`config.mk`:
```
export PLATFORM = sky130hd
export DESIGN_NAME = spi_eeprom_access_sequencer_top_flat
export DESIGN_NICKNAME = d
export VERILOG_FILES = /design/src/rtl/core/seas_pkg.sv /design/src/rtl/core/seas_ifs.sv /design/src/rtl/core/spi_eeprom_access_sequencer_top.sv /design/src/flat_wrapper.sv
export SDC_FILE = /design/constraint.sdc
export NUM_CORES = 1
export LEC_CHECK = 0
export BUFFER_PORTS_ARGS = -buffer_cell sky130_fd_sc_hd__buf_2
export CAP_MARGIN = 0
export CORE_ASPECT_RATIO = 1.2
export CORE_MARGIN = 2
export CORE_UTILIZATION = 62
export DETAILED_ROUTE_END_ITERATION = 10
export GPL_ROUTABILITY_DRIVEN = 0
export PLACE_DENSITY = 0.84
export SYNTH_ARGS = -nofsm -noshare
export SYNTH_HDL_FRONTEND = slang
export SYNTH_SLANG_ARGS = --single-unit
```
`constraint.sdc`:
```
create_clock -name clock -period 7.3 [get_ports clock]
set_input_delay 0.73 -clock clock [delete_from_list [all_inputs] [get_ports clock]]
set_output_delay 0.73 -clock clock [all_outputs]
set_load 0.01 [all_outputs]
```
`src/rtl/core/seas_pkg.sv`:
```
`timescale 1ns / 1ps

package seas_pkg;

   // Field widths of the channels.
   localparam int CMD_W      = 2;
   localparam int ADDR_W     = 24;
   localparam int BYTE_W     = 8;
   localparam int KIND_W     = 2;
   localparam int REG_IDX_W  = 3;

   // Address bits kept from a request; the rest are dropped (range 16 to 24).
   localparam int ADDR_BITS  = 24;

   // Request command codes.
   localparam logic [CMD_W-1:0] CMD_READ  = 2'd0;
   localparam logic [CMD_W-1:0] CMD_WRITE = 2'd1;
   localparam logic [CMD_W-1:0] CMD_REPLY = 2'd2;

   // Result kinds.
   localparam logic [KIND_W-1:0] KIND_SEND       = 2'd0;
   localparam logic [KIND_W-1:0] KIND_READ_DONE  = 2'd1;
   localparam logic [KIND_W-1:0] KIND_WRITE_DONE = 2'd2;

   // Register indexes.
   localparam logic [REG_IDX_W-1:0] REG_THREE_BYTE = 3'd0;
   localparam logic [REG_IDX_W-1:0] REG_READ_OP    = 3'd1;
   localparam logic [REG_IDX_W-1:0] REG_WRITE_OP   = 3'd2;
   localparam logic [REG_IDX_W-1:0] REG_ENABLE_OP  = 3'd3;
   localparam logic [REG_IDX_W-1:0] REG_STATUS_OP  = 3'd4;
   localparam logic [REG_IDX_W-1:0] REG_FILLER     = 3'd5;
   localparam logic [REG_IDX_W-1:0] REG_BUSY_MASK  = 3'd6;

   // Register reset values.
   localparam logic              RST_THREE_BYTE = 1'b1;
   localparam logic [BYTE_W-1:0] RST_READ_OP    = 8'h03;
   localparam logic [BYTE_W-1:0] RST_WRITE_OP   = 8'h02;
   localparam logic [BYTE_W-1:0] RST_ENABLE_OP  = 8'h06;
   localparam logic [BYTE_W-1:0] RST_STATUS_OP  = 8'h05;
   localparam logic [BYTE_W-1:0] RST_FILLER     = 8'h00;
   localparam logic [BYTE_W-1:0] RST_BUSY_MASK  = 8'h01;

endpackage

```
`src/rtl/core/seas_ifs.sv`:
```
`timescale 1ns / 1ps

interface seas_req_if;
   logic                          valid;
   logic                          ready;
   logic [seas_pkg::CMD_W-1:0]    cmd;
   logic [seas_pkg::ADDR_W-1:0]   address;
   logic [seas_pkg::BYTE_W-1:0]   write_data;
   logic [seas_pkg::BYTE_W-1:0]   reply_byte;

   modport source (output valid, output cmd, output address, output write_data,
                   output reply_byte, input ready);
   modport sink   (input valid, input cmd, input address, input write_data,
                   input reply_byte, output ready);
endinterface

interface seas_rsp_if;
   logic                          valid;
   logic                          ready;
   logic [seas_pkg::KIND_W-1:0]   result_kind;
   logic [seas_pkg::BYTE_W-1:0]   out_byte;
   logic                          frame_end;

   modport source (output valid, output result_kind, output out_byte,
                   output frame_end, input ready);
   modport sink   (input valid, input result_kind, input out_byte,
                   input frame_end, output ready);
endinterface

interface seas_csr_if;
   logic                            valid;
   logic                            ready;
   logic [seas_pkg::REG_IDX_W-1:0]  reg_index;
   logic [seas_pkg::BYTE_W-1:0]     write_value;

   modport source (output valid, output reg_index, output write_value, input ready);
   modport sink   (input valid, input reg_index, input write_value, output ready);
endinterface

```
`src/rtl/core/spi_eeprom_access_sequencer_top.sv`:
```
`timescale 1ns / 1ps

// Channel   Direction  Beat contents
// req_chan  in         cmd, address, write_data, reply_byte
// rsp_chan  out        result_kind, out_byte, frame_end (zero or one per req beat)
// csr_chan  in         reg_index, write_value (always ready)
//
// One req beat is taken every cycle while the input register is empty or the result
// register is free; a result passes through the input register, the phase logic and the result register.
// Reset clears the phase machine, the valid flags and the configuration registers to defaults.
// A stalled rsp_chan holds its beat; req_chan keeps accepting while the result
// register can drain in the same cycle, so only a held result backs up the input.

module spi_eeprom_access_sequencer_top (
   input  logic             clock,
   input  logic             reset,
   seas_req_if.sink         req_chan,
   seas_rsp_if.source       rsp_chan,
   seas_csr_if.sink         csr_chan
);

   // Phase of the current access. Codes 7 and above never occur.
   typedef enum logic [2:0] {
      PH_IDLE      = 3'd0,
      PH_POLL_CMD  = 3'd1,
      PH_POLL_FILL = 3'd2,
      PH_ENABLE    = 3'd3,
      PH_OPCODE    = 3'd4,
      PH_ADDR      = 3'd5,
      PH_LAST      = 3'd6
   } phase_type;

   // Configuration registers.
   logic                              three_byte_ff;
   logic [seas_pkg::BYTE_W-1:0]       read_op_ff;
   logic [seas_pkg::BYTE_W-1:0]       write_op_ff;
   logic [seas_pkg::BYTE_W-1:0]       enable_op_ff;
   logic [seas_pkg::BYTE_W-1:0]       status_op_ff;
   logic [seas_pkg::BYTE_W-1:0]       filler_ff;
   logic [seas_pkg::BYTE_W-1:0]       busy_mask_ff;

   // Input register.
   logic                              in_valid_ff, in_valid_in;
   logic [seas_pkg::CMD_W-1:0]        in_cmd_ff;
   logic [seas_pkg::ADDR_BITS-1:0]    in_address_ff;
   logic [seas_pkg::BYTE_W-1:0]       in_data_ff;
   logic [seas_pkg::BYTE_W-1:0]       in_reply_ff;

   // Access state.
   phase_type                         phase_ff, phase_in;
   logic [seas_pkg::ADDR_BITS-1:0]    held_address_ff, held_address_in;
   logic [seas_pkg::BYTE_W-1:0]       held_data_ff, held_data_in;
   logic                              is_write_ff, is_write_in;
   logic [1:0]                        byte_pos_ff, byte_pos_in;

   // Result register.
   logic                              rsp_valid_ff, rsp_valid_in;
   logic [seas_pkg::KIND_W-1:0]       rsp_kind_ff, rsp_kind_in;
   logic [seas_pkg::BYTE_W-1:0]       rsp_byte_ff, rsp_byte_in;
   logic                              rsp_end_ff, rsp_end_in;

   logic                              req_fire;
   logic                              out_free;
   logic                              advance;
   logic                              emit;
   logic [1:0]                        last_pos;
   logic [2:0]                        pos_plus_one;

   // Picks address byte idx (0 is the lowest) from the held address.
   function automatic logic [seas_pkg::BYTE_W-1:0] addr_byte(
      input logic [seas_pkg::ADDR_BITS-1:0] addr,
      input logic [1:0]                     idx
   );
      logic [seas_pkg::ADDR_W-1:0] wide;
      logic [seas_pkg::BYTE_W-1:0] sel;
      wide = seas_pkg::ADDR_W'(addr);
      unique case (idx)
         2'd0:    sel = wide[7:0];
         2'd1:    sel = wide[15:8];
         default: sel = wide[23:16];
      endcase
      return sel;
   endfunction

   assign csr_chan.ready = 1'b1;

   // The result register can take a new beat when empty or draining now.
   assign out_free       = !rsp_valid_ff || rsp_chan.ready;
   assign advance        = in_valid_ff && out_free;
   assign req_chan.ready = !in_valid_ff || out_free;
   assign req_fire       = req_chan.valid && req_chan.ready;

   assign in_valid_in = req_fire ? 1'b1 : (advance ? 1'b0 : in_valid_ff);

   // Index of the last address byte: 2 with three address bytes, 1 with two.
   assign last_pos     = three_byte_ff ? 2'd2 : 2'd1;
   assign pos_plus_one = {1'b0, byte_pos_ff} + 3'd1;

   // Phase step for the beat in the input register.
   always_comb begin
      phase_in        = phase_ff;
      held_address_in = held_address_ff;
      held_data_in    = held_data_ff;
      is_write_in     = is_write_ff;
      byte_pos_in     = byte_pos_ff;
      emit            = 1'b0;
      rsp_kind_in     = seas_pkg::KIND_SEND;
      rsp_byte_in     = '0;
      rsp_end_in      = 1'b0;

      if (in_cmd_ff == seas_pkg::CMD_READ || in_cmd_ff == seas_pkg::CMD_WRITE) begin
         // A new request starts only when no access is in progress.
         if (phase_ff == PH_IDLE) begin
            held_address_in = in_address_ff;
            held_data_in    = in_data_ff;
            is_write_in     = (in_cmd_ff == seas_pkg::CMD_WRITE);
            byte_pos_in     = 2'd0;
            phase_in        = PH_POLL_CMD;
            emit            = 1'b1;
            rsp_byte_in     = status_op_ff;
         end
      end else if (in_cmd_ff == seas_pkg::CMD_REPLY) begin
         unique case (phase_ff)
            PH_POLL_CMD: begin
               phase_in    = PH_POLL_FILL;
               emit        = 1'b1;
               rsp_byte_in = filler_ff;
               rsp_end_in  = 1'b1;
            end
            PH_POLL_FILL: begin
               emit = 1'b1;
               if ((in_reply_ff & busy_mask_ff) != '0) begin
                  // Device still busy: poll the status register again.
                  phase_in    = PH_POLL_CMD;
                  rsp_byte_in = status_op_ff;
               end else if (is_write_ff) begin
                  phase_in    = PH_ENABLE;
                  rsp_byte_in = enable_op_ff;
                  rsp_end_in  = 1'b1;
               end else begin
                  phase_in    = PH_OPCODE;
                  rsp_byte_in = read_op_ff;
               end
            end
            PH_ENABLE: begin
               phase_in    = PH_OPCODE;
               emit        = 1'b1;
               rsp_byte_in = write_op_ff;
            end
            PH_OPCODE: begin
               byte_pos_in = 2'd0;
               phase_in    = PH_ADDR;
               emit        = 1'b1;
               rsp_byte_in = addr_byte(held_address_ff, last_pos);
            end
            PH_ADDR: begin
               emit = 1'b1;
               if (pos_plus_one <= {1'b0, last_pos}) begin
                  // Address bytes go out high first.
                  byte_pos_in = pos_plus_one[1:0];
                  rsp_byte_in = addr_byte(held_address_ff, last_pos - pos_plus_one[1:0]);
               end else begin
                  phase_in    = PH_LAST;
                  rsp_byte_in = is_write_ff ? held_data_ff : filler_ff;
                  rsp_end_in  = 1'b1;
               end
            end
            PH_LAST: begin
               phase_in    = PH_IDLE;
               byte_pos_in = 2'd0;
               emit        = 1'b1;
               if (is_write_ff) begin
                  rsp_kind_in = seas_pkg::KIND_WRITE_DONE;
               end else begin
                  rsp_kind_in = seas_pkg::KIND_READ_DONE;
                  rsp_byte_in = in_reply_ff;
               end
            end
            default: begin
               // A reply with no access in progress is dropped.
               phase_in = phase_ff;
            end
         endcase
      end
   end

   assign rsp_valid_in = advance ? emit : (rsp_chan.ready ? 1'b0 : rsp_valid_ff);

   // Configuration registers.
   always_ff @(posedge clock) begin
      if (reset) begin
         three_byte_ff <= seas_pkg::RST_THREE_BYTE;
         read_op_ff    <= seas_pkg::RST_READ_OP;
         write_op_ff   <= seas_pkg::RST_WRITE_OP;
         enable_op_ff  <= seas_pkg::RST_ENABLE_OP;
         status_op_ff  <= seas_pkg::RST_STATUS_OP;
         filler_ff     <= seas_pkg::RST_FILLER;
         busy_mask_ff  <= seas_pkg::RST_BUSY_MASK;
      end else if (csr_chan.valid) begin
         unique case (csr_chan.reg_index)
            seas_pkg::REG_THREE_BYTE: three_byte_ff <= csr_chan.write_value[0];
            seas_pkg::REG_READ_OP:    read_op_ff    <= csr_chan.write_value;
            seas_pkg::REG_WRITE_OP:   write_op_ff   <= csr_chan.write_value;
            seas_pkg::REG_ENABLE_OP:  enable_op_ff  <= csr_chan.write_value;
            seas_pkg::REG_STATUS_OP:  status_op_ff  <= csr_chan.write_value;
            seas_pkg::REG_FILLER:     filler_ff     <= csr_chan.write_value;
            seas_pkg::REG_BUSY_MASK:  busy_mask_ff  <= csr_chan.write_value;
            default: begin
               // Writes beyond the register list are dropped.
               busy_mask_ff <= busy_mask_ff;
            end
         endcase
      end
   end

   // Input register payload needs no reset.
   always_ff @(posedge clock) begin
      if (req_fire) begin
         in_cmd_ff     <= req_chan.cmd;
         in_address_ff <= req_chan.address[seas_pkg::ADDR_BITS-1:0];
         in_data_ff    <= req_chan.write_data;
         in_reply_ff   <= req_chan.reply_byte;
      end
   end

   // Phase machine, access state and result register.
   always_ff @(posedge clock) begin
      if (reset) begin
         in_valid_ff     <= 1'b0;
         rsp_valid_ff    <= 1'b0;
         phase_ff        <= PH_IDLE;
         held_address_ff <= '0;
         held_data_ff    <= '0;
         is_write_ff     <= 1'b0;
         byte_pos_ff     <= 2'd0;
      end else begin
         in_valid_ff  <= in_valid_in;
         rsp_valid_ff <= rsp_valid_in;
         if (advance) begin
            phase_ff        <= phase_in;
            held_address_ff <= held_address_in;
            held_data_ff    <= held_data_in;
            is_write_ff     <= is_write_in;
            byte_pos_ff     <= byte_pos_in;
         end
      end
      if (advance && emit) begin
         rsp_kind_ff <= rsp_kind_in;
         rsp_byte_ff <= rsp_byte_in;
         rsp_end_ff  <= rsp_end_in;
      end
   end

   assign rsp_chan.valid       = rsp_valid_ff;
   assign rsp_chan.result_kind = rsp_kind_ff;
   assign rsp_chan.out_byte    = rsp_byte_ff;
   assign rsp_chan.frame_end   = rsp_end_ff;

endmodule

```
`src/flat_wrapper.sv`:
```
// flat-port wrapper written by rule: the top's interface ports become plain ports
module spi_eeprom_access_sequencer_top_flat 
  (clock, reset, req_chan_valid, req_chan_cmd, req_chan_address, req_chan_write_data, req_chan_reply_byte, req_chan_ready, rsp_chan_valid, rsp_chan_result_kind, rsp_chan_out_byte, rsp_chan_frame_end, rsp_chan_ready, csr_chan_valid, csr_chan_reg_index, csr_chan_write_value, csr_chan_ready);
  seas_req_if req_chan_i ();
  seas_rsp_if rsp_chan_i ();
  seas_csr_if csr_chan_i ();
  input  logic clock;
  input  logic reset;
  input wire logic [$bits(req_chan_i.valid)-1:0] req_chan_valid;
  input wire logic [$bits(req_chan_i.cmd)-1:0] req_chan_cmd;
  input wire logic [$bits(req_chan_i.address)-1:0] req_chan_address;
  input wire logic [$bits(req_chan_i.write_data)-1:0] req_chan_write_data;
  input wire logic [$bits(req_chan_i.reply_byte)-1:0] req_chan_reply_byte;
  output wire logic [$bits(req_chan_i.ready)-1:0] req_chan_ready;
  output wire logic [$bits(rsp_chan_i.valid)-1:0] rsp_chan_valid;
  output wire logic [$bits(rsp_chan_i.result_kind)-1:0] rsp_chan_result_kind;
  output wire logic [$bits(rsp_chan_i.out_byte)-1:0] rsp_chan_out_byte;
  output wire logic [$bits(rsp_chan_i.frame_end)-1:0] rsp_chan_frame_end;
  input wire logic [$bits(rsp_chan_i.ready)-1:0] rsp_chan_ready;
  input wire logic [$bits(csr_chan_i.valid)-1:0] csr_chan_valid;
  input wire logic [$bits(csr_chan_i.reg_index)-1:0] csr_chan_reg_index;
  input wire logic [$bits(csr_chan_i.write_value)-1:0] csr_chan_write_value;
  output wire logic [$bits(csr_chan_i.ready)-1:0] csr_chan_ready;
  assign req_chan_i.valid = req_chan_valid;
  assign req_chan_i.cmd = req_chan_cmd;
  assign req_chan_i.address = req_chan_address;
  assign req_chan_i.write_data = req_chan_write_data;
  assign req_chan_i.reply_byte = req_chan_reply_byte;
  assign req_chan_ready = req_chan_i.ready;
  assign rsp_chan_valid = rsp_chan_i.valid;
  assign rsp_chan_result_kind = rsp_chan_i.result_kind;
  assign rsp_chan_out_byte = rsp_chan_i.out_byte;
  assign rsp_chan_frame_end = rsp_chan_i.frame_end;
  assign rsp_chan_i.ready = rsp_chan_ready;
  assign csr_chan_i.valid = csr_chan_valid;
  assign csr_chan_i.reg_index = csr_chan_reg_index;
  assign csr_chan_i.write_value = csr_chan_write_value;
  assign csr_chan_ready = csr_chan_i.ready;
  spi_eeprom_access_sequencer_top u_core (.clock(clock), .reset(reset), .req_chan(req_chan_i), .rsp_chan(rsp_chan_i), .csr_chan(csr_chan_i));
endmodule
```
Word level (Yosys, flattened, before mapping)
Cells that the tools add are included.
{"block": "totals", "register_bits": 142, "in_bits": 58, "out_inout_bits": 14, "wordCells": 116}
{"block": "op_classes", "add_sub_neg": 2, "order_cmp": 1, "eq_ne": 19, "mux": 37, "n_bitwise": 3, "reduce_logical": 33}
{"operator": "two-way mux 8 bit", "count": 8}
{"operator": "case mux 8 bit (6 select lines)", "count": 1}
{"operator": "case mux 8 bit (2 select lines)", "count": 2}
{"operator": "== test 3 bit (second input constant)", "count": 6}
{"operator": "two-way mux 3 bit", "count": 6}
{"operator": "case mux 3 bit (6 select lines)", "count": 1}
{"operator": "AND reduction 2 bit", "count": 7}
{"operator": "== test 3 x 2 -> 1 bit (second input constant)", "count": 4}
{"operator": "two-way mux 2 bit", "count": 6}
{"operator": "two-way mux 1 bit", "count": 11}
{"operator": "AND reduction 5 bit", "count": 2}
{"operator": "bitwise AND 8 bit", "count": 1}
{"operator": "nonzero test 8 bit", "count": 1}
{"operator": "nonzero test 7 bit", "count": 1}
{"operator": "== test 2 x 1 -> 1 bit (second input constant)", "count": 3}
{"operator": "== test 3 x 1 -> 1 bit (second input constant)", "count": 2}
{"operator": "zero test 2 bit", "count": 3}
{"operator": "zero test 3 bit", "count": 2}
{"operator": "nonzero test 2 bit", "count": 3}
{"operator": "OR reduction 6 bit", "count": 1}
{"operator": "case mux 2 bit (2 select lines)", "count": 1}
{"operator": "OR reduction 2 bit", "count": 2}
{"operator": "adder 2 x 1 -> 3 bit (second input constant)", "count": 1}
{"operator": "less-or-equal comparator 3 x 2 -> 1 bit", "count": 1}
{"operator": "other kinds (13)", "count": 19}

Longest topological paths before layout
{"block": "depth", "depth_word": 8, "mapped_depth": 9, "ltp_nobuf": 7}

Worst setup path before layout
OpenSTA, ideal clock, no wires.
{"block": "synth_timing", "path_kind": "register -> register", "from": "register u_core.byte_pos_ff[0]", "to": "register u_core.rsp_byte_ff, in the netlist u_core.rsp_chan.out_byte[0], data pin", "arrival_ps": 2120, "required_ps": 7023, "slack_ps": 4904, "path_stages_with_launch": 8, "path_buffers": 1, "synth_period_minus_slack_ps": 2396, "cell_sequence": "dfxtp_1 inv_1 fa_1 xnor2_1 clkbuf_1 a211oi_1 o31ai_1 o221ai_1"}
{"block": "synth_via", "elab_chain_len": 8}
{"element": "start: declaration", "line_no": "spi_eeprom_access_sequencer_top.sv:54", "source": "logic [1:0] byte_pos_ff, byte_pos_in;"}
{"element": "start signal: assignment", "line_no": "spi_eeprom_access_sequencer_top.sv:244", "source": "byte_pos_ff <= byte_pos_in;"}
{"element": "adder 2 x 1 -> 3 bit (*)", "line_no": "spi_eeprom_access_sequencer_top.sv:97", "source": "assign pos_plus_one = {1'b0, byte_pos_ff} + 3'd1;"}
{"element": "subtractor 2 bit", "line_no": "spi_eeprom_access_sequencer_top.sv:161", "source": "rsp_byte_in = addr_byte(held_address_ff, last_pos - pos_plus_one[1:0]);"}
{"element": "== test 2 x 1 -> 1 bit / zero test 2 bit (equally long branches)", "line_no": "spi_eeprom_access_sequencer_top.sv:77", "source": "unique case (idx)"}
{"element": "case mux 8 bit (2 select lines)", "line_no": "spi_eeprom_access_sequencer_top.sv:77"}
{"element": "two-way mux 8 bit (*)", "line_no": "spi_eeprom_access_sequencer_top.sv:158", "source": "if (pos_plus_one <= {1'b0, last_pos}) begin"}
{"element": "case mux 8 bit (6 select lines) (*)", "line_no": "spi_eeprom_access_sequencer_top.sv:123", "source": "unique case (phase_ff)"}
{"element": "two-way mux 8 bit (*)", "line_no": "spi_eeprom_access_sequencer_top.sv:122", "source": "end else if (in_cmd_ff == seas_pkg::CMD_REPLY) begin"}
{"element": "two-way mux 8 bit (*)", "line_no": "spi_eeprom_access_sequencer_top.sv:111", "source": "if (in_cmd_ff == seas_pkg::CMD_READ || in_cmd_ff == seas_pkg::CMD_WRITE) begin"}
{"element": "named net u_core.rsp_byte_in, one bit", "line_no": "spi_eeprom_access_sequencer_top.sv:59", "source": "logic [seas_pkg::BYTE_W-1:0] rsp_byte_ff, rsp_byte_in;"}
{"element": "end signal: assignment", "line_no": "spi_eeprom_access_sequencer_top.sv:249", "source": "rsp_byte_ff <= rsp_byte_in;"}
{"element": "end: declaration", "line_no": "spi_eeprom_access_sequencer_top.sv:59"}
The timed path passes the listed nets; every way through them passes the cells marked *.
A chain may end at the register's enable or synchronous reset.

Worst setup path after layout
{"block": "layout_timing", "from": "register u_core.three_byte_ff", "to": "register u_core.rsp_byte_ff, in the netlist u_core.rsp_chan.out_byte[7], data pin"}
{"block": "layout_via", "elab_chain_len": 8}
{"element": "start: declaration", "line_no": "spi_eeprom_access_sequencer_top.sv:34", "source": "logic three_byte_ff;"}
{"element": "start signal: assignment", "line_no": "spi_eeprom_access_sequencer_top.sv:192", "source": "three_byte_ff <= seas_pkg::RST_THREE_BYTE;"}
{"element": "start signal: assignment", "line_no": "spi_eeprom_access_sequencer_top.sv:201", "source": "seas_pkg::REG_THREE_BYTE: three_byte_ff <= csr_chan.write_value[0];"}
{"element": "two-way mux 2 bit (*)", "line_no": "spi_eeprom_access_sequencer_top.sv:96", "source": "assign last_pos = three_byte_ff ? 2'd2 : 2'd1;"}
{"element": "subtractor 2 bit", "line_no": "spi_eeprom_access_sequencer_top.sv:161"}
{"element": "== test 2 x 1 -> 1 bit / zero test 2 bit (equally long branches)", "line_no": "spi_eeprom_access_sequencer_top.sv:77"}
{"element": "case mux 8 bit (2 select lines)", "line_no": "spi_eeprom_access_sequencer_top.sv:77"}
{"element": "two-way mux 8 bit", "line_no": "spi_eeprom_access_sequencer_top.sv:158"}
{"element": "case mux 8 bit (6 select lines) (*)", "line_no": "spi_eeprom_access_sequencer_top.sv:123"}
{"element": "two-way mux 8 bit (*)", "line_no": "spi_eeprom_access_sequencer_top.sv:122"}
{"element": "two-way mux 8 bit (*)", "line_no": "spi_eeprom_access_sequencer_top.sv:111"}
{"element": "named net u_core.rsp_byte_in, one bit", "line_no": "spi_eeprom_access_sequencer_top.sv:59"}
Marks and branches as above.

==> flow_summary.toml <==
[synthesis]
synth_mux_area_frac = 0.06668
synth_fa_ha_area_frac = 0.009585
async_flop_share = 0
synthXorXnorAreaFrac = 0.001459
synth-simple-area-share = 0.1865
synth_area_per_cell_um2 = 9.516
synth-compound-area-share = 0.1425
syn_nets = 693
synth_top_family_by_area = "simple AND/OR/NAND/NOR gates"
synth_edf_count = 53
synth_ff_type = "dfxtp_1"
synth_cells = 631
syn_area_mm2 = 0.006005
synth_cell_types = 45
ys.warnings.count = 0
synth_seq_cells = 142
ys_seq_area_frac = 0.5618

[timing]
slew_headroom = 0.1406
finalMaxSlewViolations = 0
fin_skew_ns = 0.006641
setup_viol_count_final = 0
finalCriticalPeriod_ns = 3.016
rsz0062_at_grt = "false"
tightest_slew_ns = 1.289
fmax_mhz = 331.5
finalHoldViolations = 0
setup-tns-final_ns = 0
fin_crit_sh = 0.4132

[routing]
routed_wl_mm = 14.34
drt_iter0_drc = 438
drcViolationCount = 0
avgRoutedWirePerCell_um = 17.28
via_per_inst = 5.957
num_vias = 4944
ant_nets = 0
firstDrtPassIters = 6

[power]
switching_power_w = 0.0004151
power.total_w = 0.001774
ir_worst_vdd_mv = 0.1535
power_density_mw_per_mm2 = 254.9
switching_share = 0.2340
internal_power_w = 0.001359
pwr-share-comb = 0.057
seqPwrFrac = 0.490
power.share.clock = 0.452
leakage_nw = 2.517

[min_path]
hp-class = "reg2reg"
worstHoldStart = "u_core.held_data_ff[4]$_SDFFE_PP0P_"
holdPathStages = 2

[grt]
grt_max_degree = 82
grt_antenna_before_repair = 0
grt_overflow = 0
track_usage = 0.2850
grt_pass1_wl_mm = 22.99
grt_pass1_vias = 4622

[place]
io_buffers = 70
hpwl_mm = 10.14
place_area_mm2 = 0.006395
dp.cells = 798

[floorplan]
io_pins = 72
die-area_mm2 = 0.01049
core_mm2 = 0.009467
placementRows = 39
die_h_um = 111.8
fp.dieW_um = 93.84
initial_core_util = 0.6343

[clock_tree]
cts_max_path_buffers = 2
cts.sinks = 142
post-cts-setup-buffer-count = 0
htree_levels = 4
clk_latency_ns = 0.41
cts_tree = "built"
root_buffer = "clkbuf_16"
cts_resized = 0
postCtsHoldBufs = 0
cts_buffers = 17
clk_pin_slew_ns = 0.06

[cells_and_area]
finish.utilization = 0.7351
drive_gt1_frac = 0.1570
fin_nets = 756
area_growth_pct = 15.90
fin_area_mm2 = 0.006959
diodes = 0
final-instance-count-excl-fill = 830

[critical_path]
crit_fanout = 16
cp.arrival_ns = 3.14
crit_path_top_delay_cell = "xnor2_1"
regToRegStartpoint = "u_core.three_byte_ff$_SDFFE_PP1P_"
cp_cell_sequence = "fa_1, xnor2_1, a211oi_1, o31ai_1, o221ai_1"
path_class = "reg2reg"
cp.required_ns = 7.42
start_kind = "flip-flop"
startpoint = "u_core.three_byte_ff$_SDFFE_PP1P_"
cpPeakStageDelay_ns = 0.88
critPathCaptureType = "flip-flop"
reg2reg_depth = 5

[status]
outcome = "finished clean"

[job]
maxCapViolCount = 0
## layout make-up
class	count	area, um^2
Sequential cell	142	3373
Fill cell	678	2507
Multi-Input combinational cell	448	2450
Clock buffer	17	425.4
Timing Repair Buffer	73	372.9
Tap cell	123	153.9
Clock inverter	15	138.9
Inverter	12	45.04
## synth_stat cells (all sizes together), types with 2 or more instances
| library cell | n | area share |
|---|---|---|
| mux2i | 40 | 0.067 |
| and3 | 2 | 0.0021 |
| o31ai | 8 | 0.010 |
| nor2 | 34 | 0.023 |
| clkbuf | 16 | 0.010 |
| nand3 | 14 | 0.012 |
| a211oi | 7 | 0.0088 |
| o41ai | 2 | 0.0029 |
| and2 | 6 | 0.0063 |
| dfxtp | 89 | 0.30 |
| o21ai | 5 | 0.0042 |
| nand2 | 181 | 0.11 |
| ha | 3 | 0.0063 |
| nor2b | 7 | 0.0073 |
| a31oi | 4 | 0.0042 |
| a21oi | 82 | 0.068 |
| nor3 | 5 | 0.0050 |
| o211ai | 5 | 0.0071 |
| inv | 11 | 0.0069 |
| nand2b | 9 | 0.0094 |
| a22oi | 5 | 0.0063 |
| o221ai | 15 | 0.022 |
| edfxtp | 53 | 0.27 |
| buf | 13 | 0.013 |
## stage by stage
step	worst slack [ns]	hold WS, ns
floorplan	4.904	0.4357
global placement	4.494	0.4417
detailed placement	4.338	0.4469
CTS	4.333	0.4549
global route	4.048	0.4698
finish	4.284	0.4562
## critical path, delay by kind of cell, from the launching register on
family                   cells  cell delay (ns)
AO/OA/AOI/OAI                3             0.64
XOR/XNOR                     1             0.88
adder cells (fa/ha/maj)      1             0.55
flip-flops                   1             0.65
## cells by family (layout without fill, tap and decap cells)
kind of cell	count (synthesis)	in the layout
other cells	1	1
flops	142	142
compound gates	139	139
simple gates	263	263
fa+ha+maj	4	4
mux	40	40
buf+inv	41	117
xor+xnor	1	1
## path summary, 6_finish.rpt
kind                                                               to  slack [ns]
worst max-delay path            u_core.rsp_chan.out_byte[7]$_DFFE_PP_        4.28
worst min-delay path              u_core.held_data_ff[4]$_SDFFE_PP0P_        0.46
worst max register to register  u_core.rsp_chan.out_byte[7]$_DFFE_PP_        4.28
worst min register to register    u_core.held_data_ff[4]$_SDFFE_PP0P_        0.46
## layout by cell type, fill, tap and decap left out, types with 2 or more instances in the layout
master and n:
clkbuf_16 17, a31oi_1 4, buf_2 70, a22oi_1 5, o221ai_1 15, buf_4 3, edfxtp_1 53, and2_1 5
mux2i_1 40, clkinv_4 6, nor3_1 4, nand2_1 181, o211ai_1 4, a211oi_1 7, nor2_1 32, nor2b_1 7
inv_1 11, o41ai_1 2, inv_6 3, ha_1 3, clkinv_2 3, a21oi_1 82, dfxtp_1 89, and3_1 2
clkinvlp_4 2, o31ai_1 8, nand3_1 14, o21ai_0 5, nand2b_1 9
## metal layers
metal	track usage	vias up	routed length, um
met4	0.1469	0	582
li1	-	2343	-
met3	0.06969	44	1251
met1	0.3618	2246	5630
met2	0.4514	311	6876
met5	0	-	0
## power groups by stage
stage          clock (W)  sequential (W)  combinational [W]
6_report        0.000803        0.000870           0.000101
5_1_grt         0.000856        0.000872           0.000111
4_1_cts         0.000813        0.000869          0.0000996
3_5_place_dp           0        0.000886          0.0000988
3_3_place_gp           0        0.000885          0.0000951
2_1_floorplan          0        0.000880          0.0000618
## flip-flops by register name, indices dropped and copies added (netlist names), 2 cells and up
signal / flops
u_core.held_address_ff: 24
u_core.in_address_ff: 24
u_core.busy_mask_ff: 8
u_core.enable_op_ff: 8
u_core.filler_ff: 8
u_core.held_data_ff: 8
u_core.in_data_ff: 8
u_core.in_reply_ff: 8
u_core.read_op_ff: 8
u_core.rsp_chan.out_byte: 8
u_core.status_op_ff: 8
u_core.write_op_ff: 8
u_core.phase_ff: 3
u_core.byte_pos_ff: 2
u_core.in_cmd_ff: 2
u_core.rsp_chan.result_kind: 2
No activity file was read; power rests on OpenSTA's default activity.
